==> config.mk <==
export PLATFORM = sky130hd
export DESIGN_NAME = format_spec_parser
export DESIGN_NICKNAME = d
export VERILOG_FILES = /design/src/rtl/fsp_pkg.sv /design/src/rtl/format_spec_parser.sv /design/src/rtl/fsp_step.sv
export SDC_FILE = /design/constraint.sdc
export NUM_CORES = 1
export LEC_CHECK = 0
export BUFFER_PORTS_ARGS = -buffer_cell sky130_fd_sc_hd__buf_2
export CAP_MARGIN = 40
export CORE_MARGIN = 2
export CORE_UTILIZATION = 45
export DETAILED_ROUTE_END_ITERATION = 10
export GPL_ROUTABILITY_DRIVEN = 0
export SLEW_MARGIN = 20
export SYNTH_ARGS = -nofsm -noshare
export SYNTH_HDL_FRONTEND = slang
export SYNTH_HIERARCHICAL = 1
export SYNTH_SLANG_ARGS = --single-unit
export TNS_END_PERCENT = 50
==> constraint.sdc <==
create_clock -name clk -period 5.55 [get_ports clk]
set_input_delay 0.2775 -clock clk [delete_from_list [all_inputs] [get_ports clk]]
set_output_delay 0.2775 -clock clk [all_outputs]
set_load 0.02 [all_outputs]
==> src/rtl/fsp_pkg.sv <==
// Shared types, constants and helper functions of the format specification parser.
`timescale 1ns / 1ps
`default_nettype none

package fsp_pkg;

  // Magnitude bits of the width and precision counters.
  localparam int COUNT_BITS = 16;
  localparam int CNT_W      = COUNT_BITS + 1;
  localparam int CH_W       = 8;
  localparam int STAR_W     = 17;
  localparam int FLAG_W     = 5;
  localparam int QUAL_W     = 9;

  // Working width for star arguments: room for the magnitude of the most negative value.
  localparam int WK = ((CNT_W > STAR_W) ? CNT_W : STAR_W) + 1;

  localparam longint CNT_MAX_L = (longint'(1) << COUNT_BITS) - 1;
  localparam logic [CNT_W-1:0]      CNT_MAX  = CNT_W'(CNT_MAX_L);
  localparam logic signed [WK-1:0]  CLAMP_HI = WK'(CNT_MAX_L);
  localparam logic signed [WK-1:0]  CLAMP_LO = WK'(-CNT_MAX_L);

  // Digit accumulator: wide enough for ten times the largest count plus nine.
  localparam int ACC_W = COUNT_BITS + 5;

  // Stream word widths, rounded up to whole bytes.
  localparam int IN_BITS     = CH_W + STAR_W;
  localparam int IN_TDATA_W  = ((IN_BITS + 7) / 8) * 8;
  localparam int OUT_BITS    = FLAG_W + 2 * CNT_W + QUAL_W + CH_W;
  localparam int OUT_TDATA_W = ((OUT_BITS + 7) / 8) * 8;

  // Characters of interest.
  localparam logic [CH_W-1:0] CH_MINUS = 8'h2D;
  localparam logic [CH_W-1:0] CH_PLUS  = 8'h2B;
  localparam logic [CH_W-1:0] CH_SPACE = 8'h20;
  localparam logic [CH_W-1:0] CH_HASH  = 8'h23;
  localparam logic [CH_W-1:0] CH_ZERO  = 8'h30;
  localparam logic [CH_W-1:0] CH_NINE  = 8'h39;
  localparam logic [CH_W-1:0] CH_STAR  = 8'h2A;
  localparam logic [CH_W-1:0] CH_DOT   = 8'h2E;
  localparam logic [CH_W-1:0] CH_H     = 8'h68;
  localparam logic [CH_W-1:0] CH_L     = 8'h6C;
  localparam logic [CH_W-1:0] CH_J     = 8'h6A;
  localparam logic [CH_W-1:0] CH_Z     = 8'h7A;

  // Flag bits.
  localparam logic [FLAG_W-1:0] F_LEFT  = 5'b00001;
  localparam logic [FLAG_W-1:0] F_PLUS  = 5'b00010;
  localparam logic [FLAG_W-1:0] F_SPACE = 5'b00100;
  localparam logic [FLAG_W-1:0] F_ALT   = 5'b01000;
  localparam logic [FLAG_W-1:0] F_ZERO  = 5'b10000;

  localparam logic [QUAL_W-1:0] QUAL_TOGGLE = 9'h020;
  localparam logic [QUAL_W-1:0] QUAL_NONE   = '1;
  localparam logic [CNT_W-1:0]  CNT_NONE    = '1;

  typedef enum logic [5:0] {
    PH_FLAG  = 6'b000001,
    PH_WSTAR = 6'b000010,
    PH_WDIG  = 6'b000100,
    PH_DOT   = 6'b001000,
    PH_PDIG  = 6'b010000,
    PH_QUAL  = 6'b100000
  } phase_t;

  typedef struct packed {
    phase_t              phase;
    logic [FLAG_W-1:0]   flags;
    logic [CNT_W-1:0]    width;
    logic [CNT_W-1:0]    prec;
    logic [QUAL_W-1:0]   qual;
  } state_t;

  typedef struct packed {
    logic [FLAG_W-1:0]   flags;
    logic [CNT_W-1:0]    width;
    logic [CNT_W-1:0]    prec;
    logic [QUAL_W-1:0]   qual;
    logic [CH_W-1:0]     stop;
  } result_t;

  localparam state_t STATE_CLEAR = '{
    phase: PH_FLAG,
    flags: '0,
    width: CNT_NONE,
    prec:  CNT_NONE,
    qual:  QUAL_NONE
  };

  function automatic logic [FLAG_W-1:0] flag_of(input logic [CH_W-1:0] c);
    logic [FLAG_W-1:0] f;
    unique case (c)
      CH_MINUS: f = F_LEFT;
      CH_PLUS:  f = F_PLUS;
      CH_SPACE: f = F_SPACE;
      CH_HASH:  f = F_ALT;
      CH_ZERO:  f = F_ZERO;
      default:  f = '0;
    endcase
    return f;
  endfunction

  function automatic logic is_digit(input logic [CH_W-1:0] c);
    return (c >= CH_ZERO) && (c <= CH_NINE);
  endfunction

  function automatic logic is_qual(input logic [CH_W-1:0] c);
    return (c == CH_H) || (c == CH_L) || (c == CH_J) || (c == CH_Z);
  endfunction

  // Appends one decimal digit; a negative accumulator counts as zero. Saturates.
  function automatic logic [CNT_W-1:0] push_digit(input logic [CNT_W-1:0] acc,
                                                  input logic [CH_W-1:0]  c);
    logic [ACC_W-1:0] base;
    logic [ACC_W-1:0] sum;
    base = acc[CNT_W-1] ? '0 : ACC_W'(acc[COUNT_BITS-1:0]);
    sum  = (base << 3) + (base << 1) + ACC_W'(c[3:0]);
    if (sum > ACC_W'(CNT_MAX_L)) begin
      return CNT_MAX;
    end
    return sum[CNT_W-1:0];
  endfunction

  // Limits a signed value to the counter magnitude.
  function automatic logic [CNT_W-1:0] clamp_mag(input logic signed [WK-1:0] v);
    if (v > CLAMP_HI) begin
      return CLAMP_HI[CNT_W-1:0];
    end
    if (v < CLAMP_LO) begin
      return CLAMP_LO[CNT_W-1:0];
    end
    return v[CNT_W-1:0];
  endfunction

endpackage

`default_nettype wire

==> src/rtl/format_spec_parser.sv <==
// Top level of the printf-style conversion specification parser.
`timescale 1ns / 1ps
`default_nettype none

// The parser takes the characters of one conversion specification, starting
// after the percent sign, one word per character on the in_ channel. A word
// carries the character and, for a star, the signed argument it consumes.
// Flags, width, precision and length qualifier are gathered as the characters
// arrive; the first character that fits no open phase ends the specification
// and produces one out_ word with the gathered fields and that character.
// Characters that are absorbed produce no word at all.
// An accepted character waits in the input register, is decoded there against
// the parser state, and its result word is registered in the result register
// and presented on out_tvalid. Throughput is one character per cycle unless
// a second result meets a stalled receiver: the whole decode, including the
// times-ten digit accumulate, sits between the input register and the result
// register, and the parser state is updated once per character.
// When the receiver stalls, a finished word waits in the result register while
// characters that produce no result keep flowing; only a character that would
// produce a second result holds in the input register, and in_tready drops.
// Reset (rst_n low, synchronous) empties both registers and returns the
// parser to the flag phase with width, precision and qualifier not given.
module format_spec_parser (
  input  logic                              clk,
  input  logic                              rst_n,
  input  logic                              in_tvalid,
  output logic                              in_tready,
  // in_tdata, lowest bit up: ch (8), star_value (17), zero fill
  input  logic [fsp_pkg::IN_TDATA_W-1:0]    in_tdata,
  output logic                              out_tvalid,
  input  logic                              out_tready,
  // out_tdata, lowest bit up: flag_bits (5), width (17), precision (17),
  // qualifier (9), stop_char (8)
  output logic [fsp_pkg::OUT_TDATA_W-1:0]   out_tdata
);
  import fsp_pkg::*;

  // Input register.
  logic                      s1_valid_r;
  logic                      s1_valid_nxt;
  logic [CH_W-1:0]           s1_ch_r;
  logic signed [STAR_W-1:0]  s1_sv_r;

  // Parser state.
  state_t                    st_r;
  state_t                    st_step;

  // Result register.
  logic                      out_valid_r;
  logic                      out_valid_nxt;
  result_t                   out_res_r;
  result_t                   res_step;

  logic                      emit;
  logic                      fire;
  logic                      in_acc;

  fsp_step u_step (
    .cur        (st_r),
    .ch         (s1_ch_r),
    .star_value (s1_sv_r),
    .nxt        (st_step),
    .emit       (emit),
    .res        (res_step)
  );

  // A buffered character proceeds unless it makes a result and the result
  // register is full and not being drained this cycle.
  assign fire      = s1_valid_r && (!emit || !out_valid_r || out_tready);
  assign in_tready = !s1_valid_r || fire;
  assign in_acc    = in_tvalid && in_tready;

  always_comb begin
    s1_valid_nxt = s1_valid_r;
    if (in_acc) begin
      s1_valid_nxt = 1'b1;
    end else if (fire) begin
      s1_valid_nxt = 1'b0;
    end
  end

  always_comb begin
    out_valid_nxt = out_valid_r;
    if (fire && emit) begin
      out_valid_nxt = 1'b1;
    end else if (out_tready) begin
      out_valid_nxt = 1'b0;
    end
  end

  always_ff @(posedge clk) begin
    if (!rst_n) begin
      s1_valid_r  <= 1'b0;
      out_valid_r <= 1'b0;
      st_r        <= STATE_CLEAR;
    end else begin
      s1_valid_r  <= s1_valid_nxt;
      out_valid_r <= out_valid_nxt;
      if (fire) begin
        st_r <= st_step;
      end
    end
  end

  always_ff @(posedge clk) begin
    if (in_acc) begin
      s1_ch_r <= in_tdata[CH_W-1:0];
      s1_sv_r <= in_tdata[CH_W+STAR_W-1:CH_W];
    end
    if (fire && emit) begin
      out_res_r <= res_step;
    end
  end

  assign out_tvalid = out_valid_r;
  assign out_tdata  = OUT_TDATA_W'({out_res_r.stop, out_res_r.qual, out_res_r.prec,
                                    out_res_r.width, out_res_r.flags});

`ifndef SYNTHESIS
  // A finished specification leaves the parser cleared for the next one.
  assert property (@(posedge clk) disable iff (!rst_n)
    fire && emit |=> (st_r.phase == PH_FLAG) && (st_r.flags == '0) &&
                     (st_r.width == CNT_NONE) && (st_r.prec == CNT_NONE) &&
                     (st_r.qual == QUAL_NONE))
    else $error("parser state not cleared after a result");

  // The width is either not given or a non-negative count.
  assert property (@(posedge clk) disable iff (!rst_n)
    !st_r.width[CNT_W-1] || (st_r.width == CNT_NONE))
    else $error("width accumulator holds a negative count");

  // Backpressure only comes from a waiting result and a full input register.
  assert property (@(posedge clk) disable iff (!rst_n)
    !in_tready |-> s1_valid_r && out_valid_r && !out_tready && emit)
    else $error("input stalled without cause");

  // A new result appears only from a character that ended a specification.
  assert property (@(posedge clk) disable iff (!rst_n)
    $rose(out_valid_r) |-> $past(fire && emit))
    else $error("result word without a stopping character");
`endif

endmodule

`default_nettype wire

==> src/rtl/fsp_step.sv <==
// Next-state and result logic for one specification character.
`timescale 1ns / 1ps
`default_nettype none

module fsp_step (
  input  fsp_pkg::state_t                   cur,
  input  logic [fsp_pkg::CH_W-1:0]          ch,
  input  logic signed [fsp_pkg::STAR_W-1:0] star_value,
  output fsp_pkg::state_t                   nxt,
  output logic                              emit,
  output fsp_pkg::result_t                  res
);
  import fsp_pkg::*;

  logic [FLAG_W-1:0]      fl;
  logic                   digit;
  logic                   early;
  logic signed [WK-1:0]   svx;
  logic signed [WK-1:0]   svmag;

  assign fl    = flag_of(ch);
  assign digit = is_digit(ch);
  assign early = (cur.phase == PH_FLAG) || (cur.phase == PH_WSTAR) || (cur.phase == PH_WDIG);
  assign svx   = WK'(star_value);
  assign svmag = svx[WK-1] ? -svx : svx;

  always_comb begin
    nxt  = cur;
    emit = 1'b0;
    res  = '{flags: cur.flags, width: cur.width, prec: cur.prec, qual: cur.qual, stop: ch};
    priority if ((cur.phase == PH_FLAG) && (fl != '0)) begin
      nxt.flags = cur.flags | fl;
    end else if (early && (ch == CH_STAR)) begin
      if (svx[WK-1]) begin
        nxt.flags = cur.flags | F_LEFT;
      end
      nxt.width = clamp_mag(svmag);
      nxt.phase = PH_WSTAR;
    end else if (early && digit) begin
      nxt.width = push_digit((cur.phase == PH_WDIG) ? cur.width : '0, ch);
      nxt.phase = PH_WDIG;
    end else if (early && (ch == CH_DOT)) begin
      nxt.prec  = '0;
      nxt.phase = PH_DOT;
    end else if ((cur.phase == PH_DOT) && (ch == CH_STAR)) begin
      nxt.prec  = clamp_mag(svx);
      nxt.phase = PH_QUAL;
    end else if ((cur.phase == PH_DOT) && digit) begin
      nxt.prec  = push_digit('0, ch);
      nxt.phase = PH_PDIG;
    end else if ((cur.phase == PH_PDIG) && digit) begin
      nxt.prec  = push_digit(cur.prec, ch);
    end else if (is_qual(ch)) begin
      if (cur.qual[QUAL_W-1]) begin
        nxt.qual = {1'b0, ch};
      end else if ((ch == CH_H) || (ch == CH_L)) begin
        nxt.qual = cur.qual ^ QUAL_TOGGLE;
      end
      nxt.phase = PH_QUAL;
    end else begin
      emit = 1'b1;
      nxt  = STATE_CLEAR;
    end
  end

endmodule

`default_nettype wire
==> metrics <==
aggregate routed wire length=between 20000 and 25000 µm; arrival time worst endpoint=roughly 5.3 ns; vias=6979; initial antenna violation count=0; Synth Register Bits=137; number of hold buffers added after cts=0; Final Max Slew Viols=0; CP max FO=18; commonest non-fill, non-tap cell in the layout=nor2b_1; postcts setup bufs=0; clk sinks=roughly 140; antenna viol nets, final=0; DP Area=0.00966 mm²; CTS Buf Count=17; total track usage=19.8%; Critical Path Max Stage Delay=about 0.65 ns; CP Capture Type=flip-flop; clk buf depth=2; Die H=about 150 µm; H-tree level count=4; largest cells by area after synthesis=edfxtp_1 26%, dfxtp_1 12%, ha_1 8.3%; drt initial violations=447; Critical Path Slowest Stage Cell=and4b_1; Detailed Place HPWL=15300 µm; final hold viol count=0; critical path class=flip-flop to flip-flop; Critical Path Source Type=flip-flop; worst hold margin=0.0253 ns; Leak=3.94 nW; asr flop ratio synth=0%; I/O pin cnt=94; global-route wire length before repair=34800 µm; worst-margin pin slew=around 0.84 ns; wire length on met2=9300 µm; Setup TNS=0 ns; Synth Warn #=6; Reg clk slew, reported paths=0.07 ns; final routed DRC violation total=0; CP most frequent cell=a21oi_1; Core Box Area=0.0208 mm²; post-synth top area cell=edfxtp_1; final net count=1097; Cells after Synth=977; FP Rows=53; highest routed metal layer=met4; die width=roughly 150 µm; final cell count without fillers=1284; Placed Cells=1250; Tcrit/Tclk final=between 90% and 100%; Mapped Area=0.00948 mm²; number of synthesized flops with an enable pin=81; syn_area_per_cell=9.70 µm²; Slew headroom=between 40 and 50%; first-pass detailed-route iteration total=4; design area=0.0103 mm²; sequential share of the synthesized area=37.5%; commonest non-fill, non-tap cells in the layout=109 x nor2b_1, 87 x buf_2, 81 x edfxtp_1, 71 x nand2_1, 63 x ha_1; Clock Skew=0.0122 ns; Port Buffers=86; WL met3=1100 µm; grt total ovfl=0; CP required=just under 6 ns; pwr/cell area=244 mW/mm²; # setup viols final=0; Hold Crit Class=input port to flip-flop; Primary FF master, synth=edfxtp_1; Peak VDD IR=171 µV; vias per cell=5.44; Clk Latency, worst-skew pair=0.42 ns; largest net degree at the start of global routing=between 100 and 150; Synth cell types=85; P&R area growth vs syn=8.88%; Tmin final=approximately 5.0 ns; Root Driver=clkbuf_16; fraction of layout cells with a size suffix above 1=between 15 and 20%; Post-Syn Nets=between 1000 and 1500; initial core utilization=45.5%; Total Power=roughly 2.5 mW; met1 wire length=11000 µm; die area=0.0222 mm²; maxcap violations=0; # diodes=0; drt wl/cell=roughly 17 µm; top cell type's share of synthesized area=roughly a quarter; # fillers=1980; vias in the first global route=between 6000 and 7000; TritonCTS clock tree=yes; RSZ-0062 raised after global routing=false; FMAX=199 MHz; crit-path cells=nor3_2 -> and4b_1 -> nand2_1 -> xnor2_1 -> ha_1 -> fa_1 -> a211oi_1 -> o21ai_0 -> o2111ai_1 -> a21oi_1 -> nor4_1 -> a21oi_2 -> nor4b_4 -> a21oi_1 -> nor2b_1 -> mux2i_1; status=completed; post-cts sizing count=0
[worst max-delay path, delay by kind of cell (launching register included)]
kind / cells / cell delay (ns)
AO/OA/AOI/OAI: 6 / 1.24
flip-flops: 1 / 0.35
adder cells (fa/ha/maj): 2 / 0.80
XOR/XNOR: 1 / 0.18
multiplexers: 1 / 0.09
AND/OR/NAND/NOR: 6 / 2.22
[through the flow]
step | utilization, % | setup WS [ns]
final | 49.6 | 0.533
after global routing | 49.6 | 0.201
after CTS | 49.4 | 0.547
after detailed placement | 46.4 | 0.553
after global placement | 46.1 | 0.658
after floorplan | - | 1.37
[layer usage]
layer  up-vias  track usage [%]
met1      3291             29.0
met2       172             30.2
met3        17             3.88
li1       3499                -
met4         0             4.76
met5         -                0
[cells in the mapped netlist (9+ instances only)]
cell type,instances
buf_4,57
ha_1,63
clkbuf_1,21
and2_1,16
xnor2_1,34
nand2_1,71
inv_1,34
nor3_1,10
o22ai_1,18
nand3_1,12
edfxtp_1,81
dfxtp_1,56
o211ai_1,18
nor2_1,48
nor2b_1,109
a21oi_1,48
o21ai_0,40
a21o_1,10
a31oi_1,9
o21ai_1,9
mux2i_1,56
nand4_1,10
xor2_1,11
[area by class of cell]
type                       instances  area, µm²  share of cell area [%]
multi-input combinational        704       5060                    49.1
sequential                       137       3550                    34.4
timing repair buffer             101        601                    5.82
clock buffer                      17        425                    4.12
tap                              275        344                    3.33
clock inverter                    15        204                    1.98
inverter                          35        131                    1.27
[cell families after synthesis]
logic type               count (synthesis)  share of synthesized area (%)
AND/OR/NAND/NOR                        325                           19.1
AO/OA/AOI/OAI                          213                           15.2
flip-flops                             137                           37.5
buffers and inverters                  136                           9.37
adder cells (fa/ha/maj)                 65                           8.74
multiplexers                            56                           5.91
XOR/XNOR                                45                           4.16
[where the power goes]
| group | switching [mW] | total, mW | internal (mW) |
|---|---|---|---|
| Sequential | 0.0240 | 1.12 | 1.10 |
| Combinational | 0.104 | 0.174 | 0.0696 |
| Clock | 0.497 | 1.22 | 0.728 |
[flip-flops by register name, indices dropped and copies added (netlist names)]
| name | cells |
|---|---|
| out_tvalid | 1 |
| out_tdata | 56 |
| s1_ch_r | 8 |
| s1_sv_r | 17 |
| s1_valid_r | 1 |
| st_r | 54 |
[path summary, 6_finish.rpt]
kind | depth (start not counted) | slack [ns] | end | startpoint
worst max register to register | 16 | 0.53 | st_r[31]$_SDFFE_PN1P_ | st_r[51]$_SDFFE_PN0P_
worst max-delay path | 16 | 0.53 | st_r[31]$_SDFFE_PN1P_ | st_r[51]$_SDFFE_PN0P_
worst min-delay path | 1 | 0.03 | s1_sv_r[5]$_DFFE_PP_ | in_tdata[13]
worst min register to register | 0 | 0.46 | out_tdata[42]$_DFFE_PP_ | st_r[3]$_SDFFE_PN1P_
Note: power is estimated with default switching activity, not from simulation.
